<file path="config.mk">
export PLATFORM = sky130hd
export DESIGN_NAME = header_delimited_frame_splitter_top
export DESIGN_NICKNAME = d
export VERILOG_FILES = /design/src/rtl/hdfs_pkg.sv /design/src/rtl/hdfs_ram.sv /design/src/rtl/header_delimited_frame_splitter_top.sv
export SDC_FILE = /design/constraint.sdc
export NUM_CORES = 1
export LEC_CHECK = 0
export BUFFER_PORTS_ARGS = -buffer_cell sky130_fd_sc_hd__buf_2
export CAP_MARGIN = 20
export CORE_ASPECT_RATIO = 1.1
export CORE_MARGIN = 8
export CORE_UTILIZATION = 60
export CTS_CLUSTER_SIZE = 25
export DETAILED_ROUTE_END_ITERATION = 16
export PLACE_DENSITY = 0.81
export RECOVER_POWER = 100
export SYNTH_ARGS = -nofsm -noshare
export SYNTH_HDL_FRONTEND = slang
export SYNTH_SLANG_ARGS = --single-unit
</file>
<file path="constraint.sdc">
create_clock -name i_clk -period 6.3 [get_ports i_clk]
set_input_delay 0.315 -clock i_clk [delete_from_list [all_inputs] [get_ports i_clk]]
set_output_delay 0.315 -clock i_clk [all_outputs]
set_load 0.02 [all_outputs]
</file>
<file path="src/rtl/hdfs_pkg.sv">
// ----------------------------------------------------------------------------
// hdfs_pkg
// constants, types and header match function of the frame splitter
// ----------------------------------------------------------------------------
`default_nettype none

package hdfs_pkg;

    localparam int FRAME_BYTES = 64;
    localparam int MAX_HEADERS = 4;
    localparam int HEADER_REGS = 4;
    localparam int ADDR_W      = $clog2(FRAME_BYTES);
    localparam int CNT_W       = $clog2(FRAME_BYTES + 1);
    localparam int BYTE_W      = 8;
    localparam int WORD_W      = 16;
    localparam int HCNT_W      = 3;
    localparam int CFG_IDX_W   = 3;
    localparam int CFG_DATA_W  = 16;

    typedef enum logic [CFG_IDX_W-1:0] {
        CFG_HEADER_0     = 3'd0,
        CFG_HEADER_1     = 3'd1,
        CFG_HEADER_2     = 3'd2,
        CFG_HEADER_3     = 3'd3,
        CFG_HEADER_COUNT = 3'd4,
        CFG_IDLE_LIMIT   = 3'd5
    } t_cfg_idx;

    typedef enum logic {
        OP_BYTE = 1'b0,
        OP_TICK = 1'b1
    } t_op;

    typedef enum logic {
        CAUSE_HEADER = 1'b0,
        CAUSE_IDLE   = 1'b1
    } t_cause;

    typedef enum logic [2:0] {
        S_IDLE,
        S_READ,
        S_LOAD,
        S_WR0,
        S_WR1
    } t_state;

    typedef logic [WORD_W-1:0] t_hdr_words [HEADER_REGS];

    function automatic logic word_match(
        input t_hdr_words           words,
        input logic [HCNT_W-1:0]    count,
        input logic [WORD_W-1:0]    word
    );
        logic [HCNT_W-1:0] used;
        logic              hit;
        used = (count > HCNT_W'(MAX_HEADERS)) ? HCNT_W'(MAX_HEADERS) : count;
        hit  = 1'b0;
        for (int i = 0; i < HEADER_REGS; i++) begin
            if ((HCNT_W'(i) < used) && (words[i] == word)) begin
                hit = 1'b1;
            end
        end
        return hit;
    endfunction

endpackage

`default_nettype wire

</file>
<file path="src/rtl/hdfs_ram.sv">
// ----------------------------------------------------------------------------
// hdfs_ram
// single write port, single read port ram with registered read data
// ----------------------------------------------------------------------------
`default_nettype none

module hdfs_ram #(
    parameter int WIDTH = 8,
    parameter int DEPTH = 64
) (
    input  wire logic                     i_clk,
    input  wire logic                     i_we,
    input  wire logic [$clog2(DEPTH)-1:0] i_waddr,
    input  wire logic [WIDTH-1:0]         i_wdata,
    input  wire logic                     i_re,
    input  wire logic [$clog2(DEPTH)-1:0] i_raddr,
    output logic      [WIDTH-1:0]         o_rdata
);

    logic [WIDTH-1:0] r_mem [DEPTH];
    logic [WIDTH-1:0] r_rdata;

    always_ff @(posedge i_clk) begin
        if (i_we) begin
            r_mem[i_waddr] <= i_wdata;
        end
        if (i_re) begin
            r_rdata <= r_mem[i_raddr];
        end
    end

    assign o_rdata = r_rdata;

endmodule

`default_nettype wire

</file>
<file path="src/rtl/header_delimited_frame_splitter_top.sv">
// ----------------------------------------------------------------------------
// header_delimited_frame_splitter_top
// splits a serial byte stream into frames that start with a two-byte header
// ----------------------------------------------------------------------------
// An input transfer is a received byte (tuser 0) or one idle tick (tuser 1).
// A byte or tick that ends no frame is handled in the cycle it is taken and
// the block is ready again on the next cycle. When a frame is emitted the
// block stops taking input while it drains the frame buffer: for each byte
// it issues a read (S_READ), then the registered read data loads the output
// register (S_LOAD) once that register is free, and a frame ended by a new
// header then writes the new header pair into the buffer through its single
// write port (S_WR0, S_WR1). Configuration writes are taken at any time but
// are meant for when the block is idle.
// ----------------------------------------------------------------------------
`default_nettype none

module header_delimited_frame_splitter_top
    import hdfs_pkg::*;
(
    input  wire logic                  i_clk,
    input  wire logic                  i_rst_n,
    // configuration write port
    input  wire logic                  i_cfg_we,
    input  wire logic [CFG_IDX_W-1:0]  i_cfg_idx,
    input  wire logic [CFG_DATA_W-1:0] i_cfg_data,
    // input stream
    input  wire logic                  s_axis_tvalid,
    output logic                       s_axis_tready,
    input  wire logic [7:0]            s_axis_tdata,   // [7:0] rx_byte
    input  wire logic                  s_axis_tuser,   // [0] operation
    // output stream
    output logic                       m_axis_tvalid,
    input  wire logic                  m_axis_tready,
    output logic [15:0]                m_axis_tdata,   // [7:0] frame_byte, [13:8] byte_index, [15:14] zero
    output logic                       m_axis_tlast,
    output logic [1:0]                 m_axis_tuser    // [0] overflowed, [1] cause
);

    // configuration
    t_hdr_words               r_hdr_word;
    logic [HCNT_W-1:0]        r_hdr_count;
    logic [WORD_W-1:0]        r_idle_limit;

    // frame state
    t_state                   r_state, n_state;
    logic [CNT_W-1:0]         r_bcount, n_bcount;
    logic [WORD_W-1:0]        r_ticks, n_ticks;
    logic                     r_ovf, n_ovf;
    logic [BYTE_W-1:0]        r_hdr0, n_hdr0;
    logic [BYTE_W-1:0]        r_hdr1, n_hdr1;
    logic [BYTE_W-1:0]        r_last, n_last;

    // drain control
    logic [CNT_W-1:0]         r_len, n_len;
    logic [ADDR_W-1:0]        r_idx, n_idx;
    logic                     r_cause, n_cause;
    logic                     r_emit_ovf, n_emit_ovf;
    logic [BYTE_W-1:0]        r_pend1, n_pend1;

    // output register
    logic                     r_out_valid, n_out_valid;
    logic [BYTE_W-1:0]        r_out_byte, n_out_byte;
    logic [ADDR_W-1:0]        r_out_idx, n_out_idx;
    logic                     r_out_last, n_out_last;
    logic                     r_out_ovf, n_out_ovf;
    logic                     r_out_cause, n_out_cause;

    // ram port
    logic                     ram_we;
    logic [ADDR_W-1:0]        ram_waddr;
    logic [BYTE_W-1:0]        ram_wdata;
    logic                     ram_re;
    logic [BYTE_W-1:0]        ram_rdata;

    logic                     in_xfer;
    logic                     out_free;
    logic [BYTE_W-1:0]        rx_byte;
    logic [WORD_W-1:0]        ticks_inc;
    logic                     is_last;

    hdfs_ram #(
        .WIDTH (BYTE_W),
        .DEPTH (FRAME_BYTES)
    ) u_frame_ram (
        .i_clk   (i_clk),
        .i_we    (ram_we),
        .i_waddr (ram_waddr),
        .i_wdata (ram_wdata),
        .i_re    (ram_re),
        .i_raddr (r_idx),
        .o_rdata (ram_rdata)
    );

    assign s_axis_tready = (r_state == S_IDLE);
    assign in_xfer       = s_axis_tvalid && s_axis_tready;
    assign out_free      = !r_out_valid || m_axis_tready;
    assign rx_byte       = s_axis_tdata;
    assign ticks_inc     = (r_ticks == '1) ? r_ticks : r_ticks + WORD_W'(1);
    assign is_last       = ({1'b0, r_idx} + CNT_W'(1)) == r_len;

    // configuration registers
    always_ff @(posedge i_clk) begin
        if (!i_rst_n) begin
            for (int i = 0; i < HEADER_REGS; i++) begin
                r_hdr_word[i] <= '0;
            end
            r_hdr_count  <= HCNT_W'(1);
            r_idle_limit <= WORD_W'(10);
        end else if (i_cfg_we) begin
            unique case (t_cfg_idx'(i_cfg_idx))
                CFG_HEADER_0:     r_hdr_word[0] <= i_cfg_data;
                CFG_HEADER_1:     r_hdr_word[1] <= i_cfg_data;
                CFG_HEADER_2:     r_hdr_word[2] <= i_cfg_data;
                CFG_HEADER_3:     r_hdr_word[3] <= i_cfg_data;
                CFG_HEADER_COUNT: r_hdr_count   <= i_cfg_data[HCNT_W-1:0];
                CFG_IDLE_LIMIT:   r_idle_limit  <= i_cfg_data;
                default: ;
            endcase
        end
    end

    // state and control registers
    always_ff @(posedge i_clk) begin
        if (!i_rst_n) begin
            r_state     <= S_IDLE;
            r_bcount    <= '0;
            r_ticks     <= '0;
            r_ovf       <= 1'b0;
            r_out_valid <= 1'b0;
        end else begin
            r_state     <= n_state;
            r_bcount    <= n_bcount;
            r_ticks     <= n_ticks;
            r_ovf       <= n_ovf;
            r_out_valid <= n_out_valid;
        end
    end

    // payload registers
    always_ff @(posedge i_clk) begin
        r_hdr0      <= n_hdr0;
        r_hdr1      <= n_hdr1;
        r_last      <= n_last;
        r_len       <= n_len;
        r_idx       <= n_idx;
        r_cause     <= n_cause;
        r_emit_ovf  <= n_emit_ovf;
        r_pend1     <= n_pend1;
        r_out_byte  <= n_out_byte;
        r_out_idx   <= n_out_idx;
        r_out_last  <= n_out_last;
        r_out_ovf   <= n_out_ovf;
        r_out_cause <= n_out_cause;
    end

    always_comb begin
        n_state     = r_state;
        n_bcount    = r_bcount;
        n_ticks     = r_ticks;
        n_ovf       = r_ovf;
        n_hdr0      = r_hdr0;
        n_hdr1      = r_hdr1;
        n_last      = r_last;
        n_len       = r_len;
        n_idx       = r_idx;
        n_cause     = r_cause;
        n_emit_ovf  = r_emit_ovf;
        n_pend1     = r_pend1;
        n_out_valid = r_out_valid && !m_axis_tready;
        n_out_byte  = r_out_byte;
        n_out_idx   = r_out_idx;
        n_out_last  = r_out_last;
        n_out_ovf   = r_out_ovf;
        n_out_cause = r_out_cause;
        ram_we      = 1'b0;
        ram_waddr   = '0;
        ram_wdata   = rx_byte;
        ram_re      = 1'b0;

        unique case (r_state)
            S_IDLE: begin
                if (in_xfer && (t_op'(s_axis_tuser) == OP_TICK)) begin
                    n_ticks = ticks_inc;
                    if ((ticks_inc > r_idle_limit) && (r_bcount > CNT_W'(2)) &&
                        word_match(r_hdr_word, r_hdr_count, {r_hdr0, r_hdr1})) begin
                        n_len      = r_bcount;
                        n_idx      = '0;
                        n_cause    = CAUSE_IDLE;
                        n_emit_ovf = r_ovf;
                        n_ovf      = 1'b0;
                        n_bcount   = '0;
                        n_ticks    = '0;
                        n_state    = S_READ;
                    end
                end else if (in_xfer) begin
                    n_ticks = '0;
                    if (r_bcount == '0) begin
                        ram_we    = 1'b1;
                        ram_waddr = '0;
                        n_hdr0    = rx_byte;
                        n_last    = rx_byte;
                        n_bcount  = CNT_W'(1);
                    end else if (r_bcount == CNT_W'(1)) begin
                        ram_we = 1'b1;
                        n_last = rx_byte;
                        if (word_match(r_hdr_word, r_hdr_count, {r_hdr0, rx_byte})) begin
                            ram_waddr = ADDR_W'(1);
                            n_hdr1    = rx_byte;
                            n_bcount  = CNT_W'(2);
                        end else begin
                            // no header: frame start slides on to this byte
                            ram_waddr = '0;
                            n_hdr0    = rx_byte;
                        end
                    end else if (word_match(r_hdr_word, r_hdr_count, {r_last, rx_byte}) &&
                                 word_match(r_hdr_word, r_hdr_count, {r_hdr0, r_hdr1})) begin
                        // new header: emit all but the stored first byte of the new header
                        n_len      = r_bcount - CNT_W'(1);
                        n_idx      = '0;
                        n_cause    = CAUSE_HEADER;
                        n_emit_ovf = r_ovf;
                        n_ovf      = 1'b0;
                        n_pend1    = rx_byte;
                        n_hdr0     = r_last;
                        n_hdr1     = rx_byte;
                        n_last     = rx_byte;
                        n_bcount   = CNT_W'(2);
                        n_state    = S_READ;
                    end else if (r_bcount < CNT_W'(FRAME_BYTES)) begin
                        ram_we    = 1'b1;
                        ram_waddr = r_bcount[ADDR_W-1:0];
                        n_last    = rx_byte;
                        n_bcount  = r_bcount + CNT_W'(1);
                    end else begin
                        n_ovf = 1'b1;
                    end
                end
            end
            S_READ: begin
                ram_re  = 1'b1;
                n_state = S_LOAD;
            end
            S_LOAD: begin
                if (out_free) begin
                    n_out_valid = 1'b1;
                    n_out_byte  = ram_rdata;
                    n_out_idx   = r_idx;
                    n_out_last  = is_last;
                    n_out_ovf   = r_emit_ovf;
                    n_out_cause = r_cause;
                    if (!is_last) begin
                        n_idx   = r_idx + ADDR_W'(1);
                        n_state = S_READ;
                    end else if (t_cause'(r_cause) == CAUSE_HEADER) begin
                        n_state = S_WR0;
                    end else begin
                        n_state = S_IDLE;
                    end
                end
            end
            S_WR0: begin
                ram_we    = 1'b1;
                ram_waddr = '0;
                ram_wdata = r_hdr0;
                n_state   = S_WR1;
            end
            S_WR1: begin
                ram_we    = 1'b1;
                ram_waddr = ADDR_W'(1);
                ram_wdata = r_pend1;
                n_state   = S_IDLE;
            end
            default: begin
                n_state = S_IDLE;
            end
        endcase
    end

    assign m_axis_tvalid = r_out_valid;
    assign m_axis_tdata  = {2'b00, r_out_idx, r_out_byte};
    assign m_axis_tlast  = r_out_last;
    assign m_axis_tuser  = {r_out_cause, r_out_ovf};

endmodule

`default_nettype wire

</file>
* Word level (Yosys, flattened, before mapping) *
Memories as Yosys holds them, arrays and structs flattened. A register that Yosys moved wholly into a read port is not among the register bits.
Cells that the tools add are included.

storage, ports and cells
  logic and storage cells = 246
  ROM bits = 0
  register bits = 175
  input bits = 33
  memories = 1
  bits in writable memories = 512
  bits in latches = 0

memory list
  memory             depth  width  rd ports  clocked after memory_dff  write ports  line            text
  u_frame_ram.r_mem  64     8      1         1                         1            hdfs_ram.sv:20  logic [WIDTH-1:0] r_mem [DEPTH];

operators by class
  shift-type cells = 0
  multiplexer cells = 118
  $mul = 0
  div/mod/pow operators = 0
  $add $sub $neg = 5
  $lt $le $gt $ge = 8
  equality and inequality tests = 38
  reductions and logical operators = 49
  bitwise operators = 3

operators with widths
  cell                                                 count
  equality test 16 bit                                 12
  two-way mux 7 bit                                    14
  two-way mux 8 bit                                    11
  two-way mux 6 bit                                    14
  two-way mux 16 bit                                   4
  two-way mux 1 bit                                    60
  AND reduction 6 bit                                  5
  two-way mux 3 bit                                    8
  one-hot mux 6 bit (2 select lines)                   2
  logical AND 1 bit                                    18
  adder 16 x 1 -> 16 bit, second input constant        1
  equality test 16 bit, second input constant          1
  greater-than comparator 16 bit                       1
  one-hot mux 8 bit (2 select lines)                   1
  AND reduction 2 bit                                  8
  equality test 3 x 2 -> 1 bit, second input constant  4
  inequality test 3 bit, second input constant         4
  one-hot mux 3 bit (4 select lines)                   1
  AND reduction 5 bit                                  2
  equality test 3 bit, second input constant           3
  inequality test 2 bit, second input constant         4
  AND reduction 8 bit                                  1
  nonzero test 2 bit                                   4
  adder 6 x 1 -> 7 bit, second input constant          1
  other kinds (27)                                     37

* Longest topological paths before layout *
  depth after elaboration = 22
  depth in mapped cells = 17

* Modules after synthesis *
Synthesis repeated with hierarchy kept, for this count alone.

unflattened totals
  cell total of the unflattened synthesis = 2,069
  area total of the unflattened synthesis = 30,087.6 um^2

modules (own cells, without submodules)
  module                               cells each  times used  area each (um^2)  sequential area each (um^2)
  hdfs_ram                             972         1           20,270.7          15,615.0
  header_delimited_frame_splitter_top  1,097       1           9,816.9           4,144.0

* Least setup slack after synthesis *
Ideal clock, no wire load.

  path type = reg-to-reg
  from = register r_ticks[3]
  to = register r_idx[0], enable pin
  stages on the path, launching flop included = 17
  arrival time = 3.476 ns
  setup time = 0.377 ns
  slack = 2.447 ns
  cell sequence = dfxtp_1 -> and4_1 -> and4_1 -> nand3_1 -> and2_1 -> and3_1 -> xor2_1 -> ha_1 -> nand4_1 -> nor4_1 -> o21ai_0 -> o211ai_1 -> o211ai_1 -> buf_2 -> nand2_2 -> nand3_1 -> nor3_1

between the ends
  cells in the longest elaborated chain, start to end = 7

ends and longest elaborated chain
  item                                                                   line                                        text
  start: declaration                                                     header_delimited_frame_splitter_top.sv:47   logic [WORD_W-1:0] r_ticks, n_ticks;
  start signal: assignment                                               header_delimited_frame_splitter_top.sv:133  r_ticks <= n_ticks;
  adder 16 x 1 -> 16 bit / equality test 16 bit (equally long branches)  header_delimited_frame_splitter_top.sv:98   assign ticks_inc = (r_ticks == '1) ? r_ticks : r_ticks + WORD_W'(1);
  two-way mux 16 bit (*)                                                 header_delimited_frame_splitter_top.sv:98
  greater-than comparator 16 bit (*)                                     header_delimited_frame_splitter_top.sv:184  if ((ticks_inc > r_idle_limit) && (r_bcount > CNT_W'(2)) &&
  logical AND 1 bit (*) (2 in series)                                    header_delimited_frame_splitter_top.sv:184
  inequality test 3 x 2 -> 1 bit (no source line) (*)                    --
  AND reduction 8 bit (no source line) (*)                               --
  end signal: assignment                                                 header_delimited_frame_splitter_top.sv:145  r_idx <= n_idx;
  end: declaration                                                       header_delimited_frame_splitter_top.sv:55   logic [ADDR_W-1:0] r_idx, n_idx;

Mark *: on every way between the ends. The rest lies on a longest branch, timed or not.
A chain may end at the register's enable or synchronous reset.

* Worst setup path in the final report *
  from = register r_hdr_count[1]
  to = memory u_frame_ram.r_mem[15][0], enable pin

between the ends
  cells in the longest elaborated chain, start to end = 22

ends and longest elaborated chain
  item                                     line                                        text
  start: declaration                       header_delimited_frame_splitter_top.sv:41   logic [HCNT_W-1:0] r_hdr_count;
  start signal: assignment                 header_delimited_frame_splitter_top.sv:115  CFG_HEADER_COUNT: r_hdr_count <= i_cfg_data[HCNT_W-1:0];
  greater-than comparator 3 bit            hdfs_pkg.sv:56                              used = (count > HCNT_W'(MAX_HEADERS)) ? HCNT_W'(MAX_HEADERS) : count;
  two-way mux 3 bit (*)                    hdfs_pkg.sv:56
  less-than comparator 1 x 3 -> 1 bit      hdfs_pkg.sv:59                              if ((HCNT_W'(i) < used) && (words[i] == word)) begin
  logical AND 1 bit                        hdfs_pkg.sv:59
  two-way mux 1 bit (4 in series)          hdfs_pkg.sv:59
  two-way mux 1 bit                        header_delimited_frame_splitter_top.sv:203  end else if (r_bcount == CNT_W'(1)) begin
  two-way mux 1 bit                        header_delimited_frame_splitter_top.sv:197  if (r_bcount == '0) begin
  two-way mux 1 bit                        header_delimited_frame_splitter_top.sv:195  end else if (in_xfer) begin
  (+3 left out)                            --
  two-way mux 1 bit                        header_delimited_frame_splitter_top.sv:215  end else if (word_match(r_hdr_word, r_hdr_count, {r_last, rx_byte}) &&
  two-way mux 1 bit                        header_delimited_frame_splitter_top.sv:203
  two-way mux 1 bit                        header_delimited_frame_splitter_top.sv:197
  two-way mux 1 bit                        header_delimited_frame_splitter_top.sv:195
  two-way mux 1 bit                        header_delimited_frame_splitter_top.sv:182  if (in_xfer && (t_op'(s_axis_tuser) == OP_TICK)) begin
  one-hot mux 1 bit (2 select lines)       header_delimited_frame_splitter_top.sv:180  unique case (r_state)
  two-way mux 1 bit                        hdfs_ram.sv:24                              if (i_we) begin
  two-way mux 1 bit (not written as such)  hdfs_ram.sv:25                              r_mem[i_waddr] <= i_wdata;
  end: declaration                         hdfs_ram.sv:20

Mark *: on every way between the ends. The rest lies on a longest branch, timed or not. The select of a mux whose other input is x is not followed.

==> flow_summary.toml <==
[floorplan]
start_util_pct = 60.75
die_h_um = 249.7
dieArea_sq_um = 57030
die_w_um = 228.4
io_pins = 54
coreArea_sq_um = 49030
fp-row-count = 85

[power]
p_int_mw = 7.551
power.switching_mw = 2.148
total_power_mw = 9.699
power.density_nw_per_um2 = 297.2
switching_share_pct = 22.15
pwr-share-comb_pct = 5.4
pwr-share-clk_pct = 42.3
ir_worst_vdd_v = 0.0002648
seq_power_share_pct = 52.3
p_leak_nw = 10.30

[sta]
timing.fmax_ghz = 0.1854
clock_skew_ns = 0.04258
hold_viol = 0
tns_ns = 0
setup_violations = 0
rsz0062_at_grt = "no"
period_share_pct = 85.61
fin_crit_ns = 5.394
maxSlewHeadroom_pct = -168.2
worst_pin_slew_ns = 4.022
finalMaxSlewViolations = 698
timing.final.ws_setup_ns = 0.9063

[global_routing]
grt_pass1_vias = 17400
grt_max_degree = 123
overflow = 0
grtUsageTotal_pct = 25.79
antenna_found_initial = 1
grt_pass1_wl_um = 111000

[yosys]
ys_warn_count = 0
yosys.area.top_type_share_pct = 58.88
netlist_area_sq_um = 29780
synth_common_cells = "584 x edfxtp_1, 222 x nand2_1, 168 x mux4_2"
netlist_top_cells_area = "edfxtp_1 59%, mux4_2 13%, dfxtp_1 7.5%, xnor2_1 3.6%, nand2_1 2.8%"
synth.most_common_cell = "edfxtp_1"
synth_cells = 1915
synthDistinctLibCells = 74
yosysSeqAreaShare_pct = 66.34
synth.largest_area_cell = "edfxtp_1"
async_reset_ff_share_pct = 0
synth-edff-count = 584
synth_area_per_cell_sq_um = 15.55
synth_ff_type = "edfxtp_1"
synth_seq_cells = 695

[worst_setup_path]
required_ns = 6.53
r2r_start = "r_hdr_count[1]$_SDFFE_PN0P_"
rr_worst_depth = 7
crit_arrival_ns = 5.63
r2r_slack_ns = 0.91
endpoint_kind = "register"
worstSetupPathType = "reg -> reg"
cp-start-kind = "register"
reg2reg_to = "u_frame_ram.r_mem[15][0]$_DFFE_PP_"
cp_max_fo = 12

[clock_network]
cts_sinks = 695
cts_buffers = 67
htreeDepth = 3
cts_resized = 0
ctsRootBufferMaster = "clkbuf_16"
clock_path_buffers = 3
clk_latency_ns = 0.63
clkTransAtPathRegs_ns = 0.06
cts_tree = "yes"

[layout]
final_util_pct = 66.57
nets = 1996
antenna_cells = 0
drive_gt1_share_pct = 16.56
area_growth_pct = 9.578

[detailed_routing]
wl_per_cell_um = 28.09
drc = 0
ant_nets = 0
finalWirelength_um = 74290
vias = 17150
firstDrtPassIters = 6
drt_iter0_drc = 1639
vias_per_cell = 6.485

[placed_design]
pre_cts_ws_ns = 1.638
io_buffers = 51
place.gp.congestion = 0.8963
hpwl_um = 44070

[flow_run]
drv_cap = 13

[min_path]
hold_path_depth = 3
hp-class = "in -> reg"
hold_end = "r_hdr_word[4]$_SDFFE_PN0P_"
holdCritStartpoint = "i_cfg_data[4]"

[run_status]
violations = "max-capacitance violations, max-slew violations"
status = "finished, violations left"
[state kept, by name (all words and copies together), names as in the netlist, 8 cells and up]
signal,cells
r_hdr_word,64
r_hdr0,8
u_frame_ram.r_mem,512
r_hdr1,8
r_idle_limit,16
r_last,8
u_frame_ram.o_rdata,8
r_pend1,8
r_out_byte,8
r_ticks,16
[power groups by stage]
stage               clock [mW]  sequential (mW)  combinational (mW)
global route              4.27             5.08               0.558
floorplan                    0             5.14               0.376
detailed placement           0             5.16               0.518
global placement             0             5.16               0.502
finish                    4.10             5.07               0.524
CTS                       4.13             5.07               0.531
[metal layers]
layer	up-vias	track usage (%)	share of wire (%)
met5	-	0	0.017
met4	2	10.88	4.5
met3	185	4.550	7.2
met2	868	44.99	51
met1	8715	31.54	37
li1	7382	-	-
[how the worst max path moves through the flow]
stage | startpoint | cells past startpoint | slack (ns) | endpoint
final | r_hdr_count[1]$_SDFFE_PN0P_ | 7 | 0.91 | u_frame_ram.r_mem[15][0]$_DFFE_PP_
after floorplan | r_ticks[3]$_SDFFE_PN0P_ | 16 | 2.45 | r_idx[0]$_SDFFCE_PN0P_
after global routing | r_ticks[3]$_SDFFE_PN0P_ | 16 | 0.57 | r_idx[2]$_SDFFCE_PN0P_
after detailed placement | r_ticks[3]$_SDFFE_PN0P_ | 16 | 1.64 | r_idx[5]$_SDFFCE_PN0P_
after CTS | r_ticks[3]$_SDFFE_PN0P_ | 16 | 1.62 | r_idx[2]$_SDFFCE_PN0P_
after global placement | r_ticks[3]$_SDFFE_PN0P_ | 16 | 1.92 | r_idx[3]$_SDFFCE_PN0P_
[worst max-delay path, stage by stage, from the launching register on]
cell	delay, ns
dfxtp_1	0.42
nor3_1	0.38
nor4_1	0.17
nand3_1	0.14
a32oi_1	0.46
o311ai_0	1.31
nand4bb_1	1.00
nor2_1	1.12
[through the flow]
stage / hold WS, ns / cell area (sq um) / std cells
finish: 0.03124 / 32640 / 2645
global route: 0.03543 / 32640 / 2645
CTS: 0.0002049 / 32770 / 2642
detailed placement: 0.4054 / 30450 / 2511
global placement: 0.4044 / 30450 / 2511
floorplan: 0.4003 / 29790 / 1916
[layout make-up]
type	instances	area [sq um]
clock buffers	84	1856
clock inverters	38	370.4
fillers	3196	16390
inverters	23	86.33
multi-input cells	1069	9300
flip-flops and latches	695	19760
well taps	652	815.8
repair buffers	84	449.2
[kinds of logic after synthesis]
kind of cell / Yosys count / synth area share (%)
compound gates: 203 / 4.651
xor+xnor: 155 / 4.558
fa+ha+maj: 23 / 0.9662
buf+inv: 152 / 2.336
flops: 695 / 66.34
mux: 185 / 13.33
other cells: 1 / 0.01259
simple gates: 501 / 7.810
[cell usage in the layout (no fill, tap or decap), types with 13 or more instances in the layout]
master,instances
clkbuf_16,71
nor2_1,108
nand3_1,34
ha_1,23
buf_2,23
xor2_1,34
xnor2_1,121
clkbuf_1,55
nor3_1,21
a22o_1,21
mux4_2,168
and3_1,13
inv_1,23
dfxtp_1,111
nand4_1,38
edfxtp_1,584
nand2_1,217
a21oi_1,100
[timing repair]
item,in CTS,in global routing
endpoints found under the hold margin,27,0
buffers inserted,0,0
hold buffers,9,0
setup endpoints to repair,0,0
(Power assumes the default switching activity.)
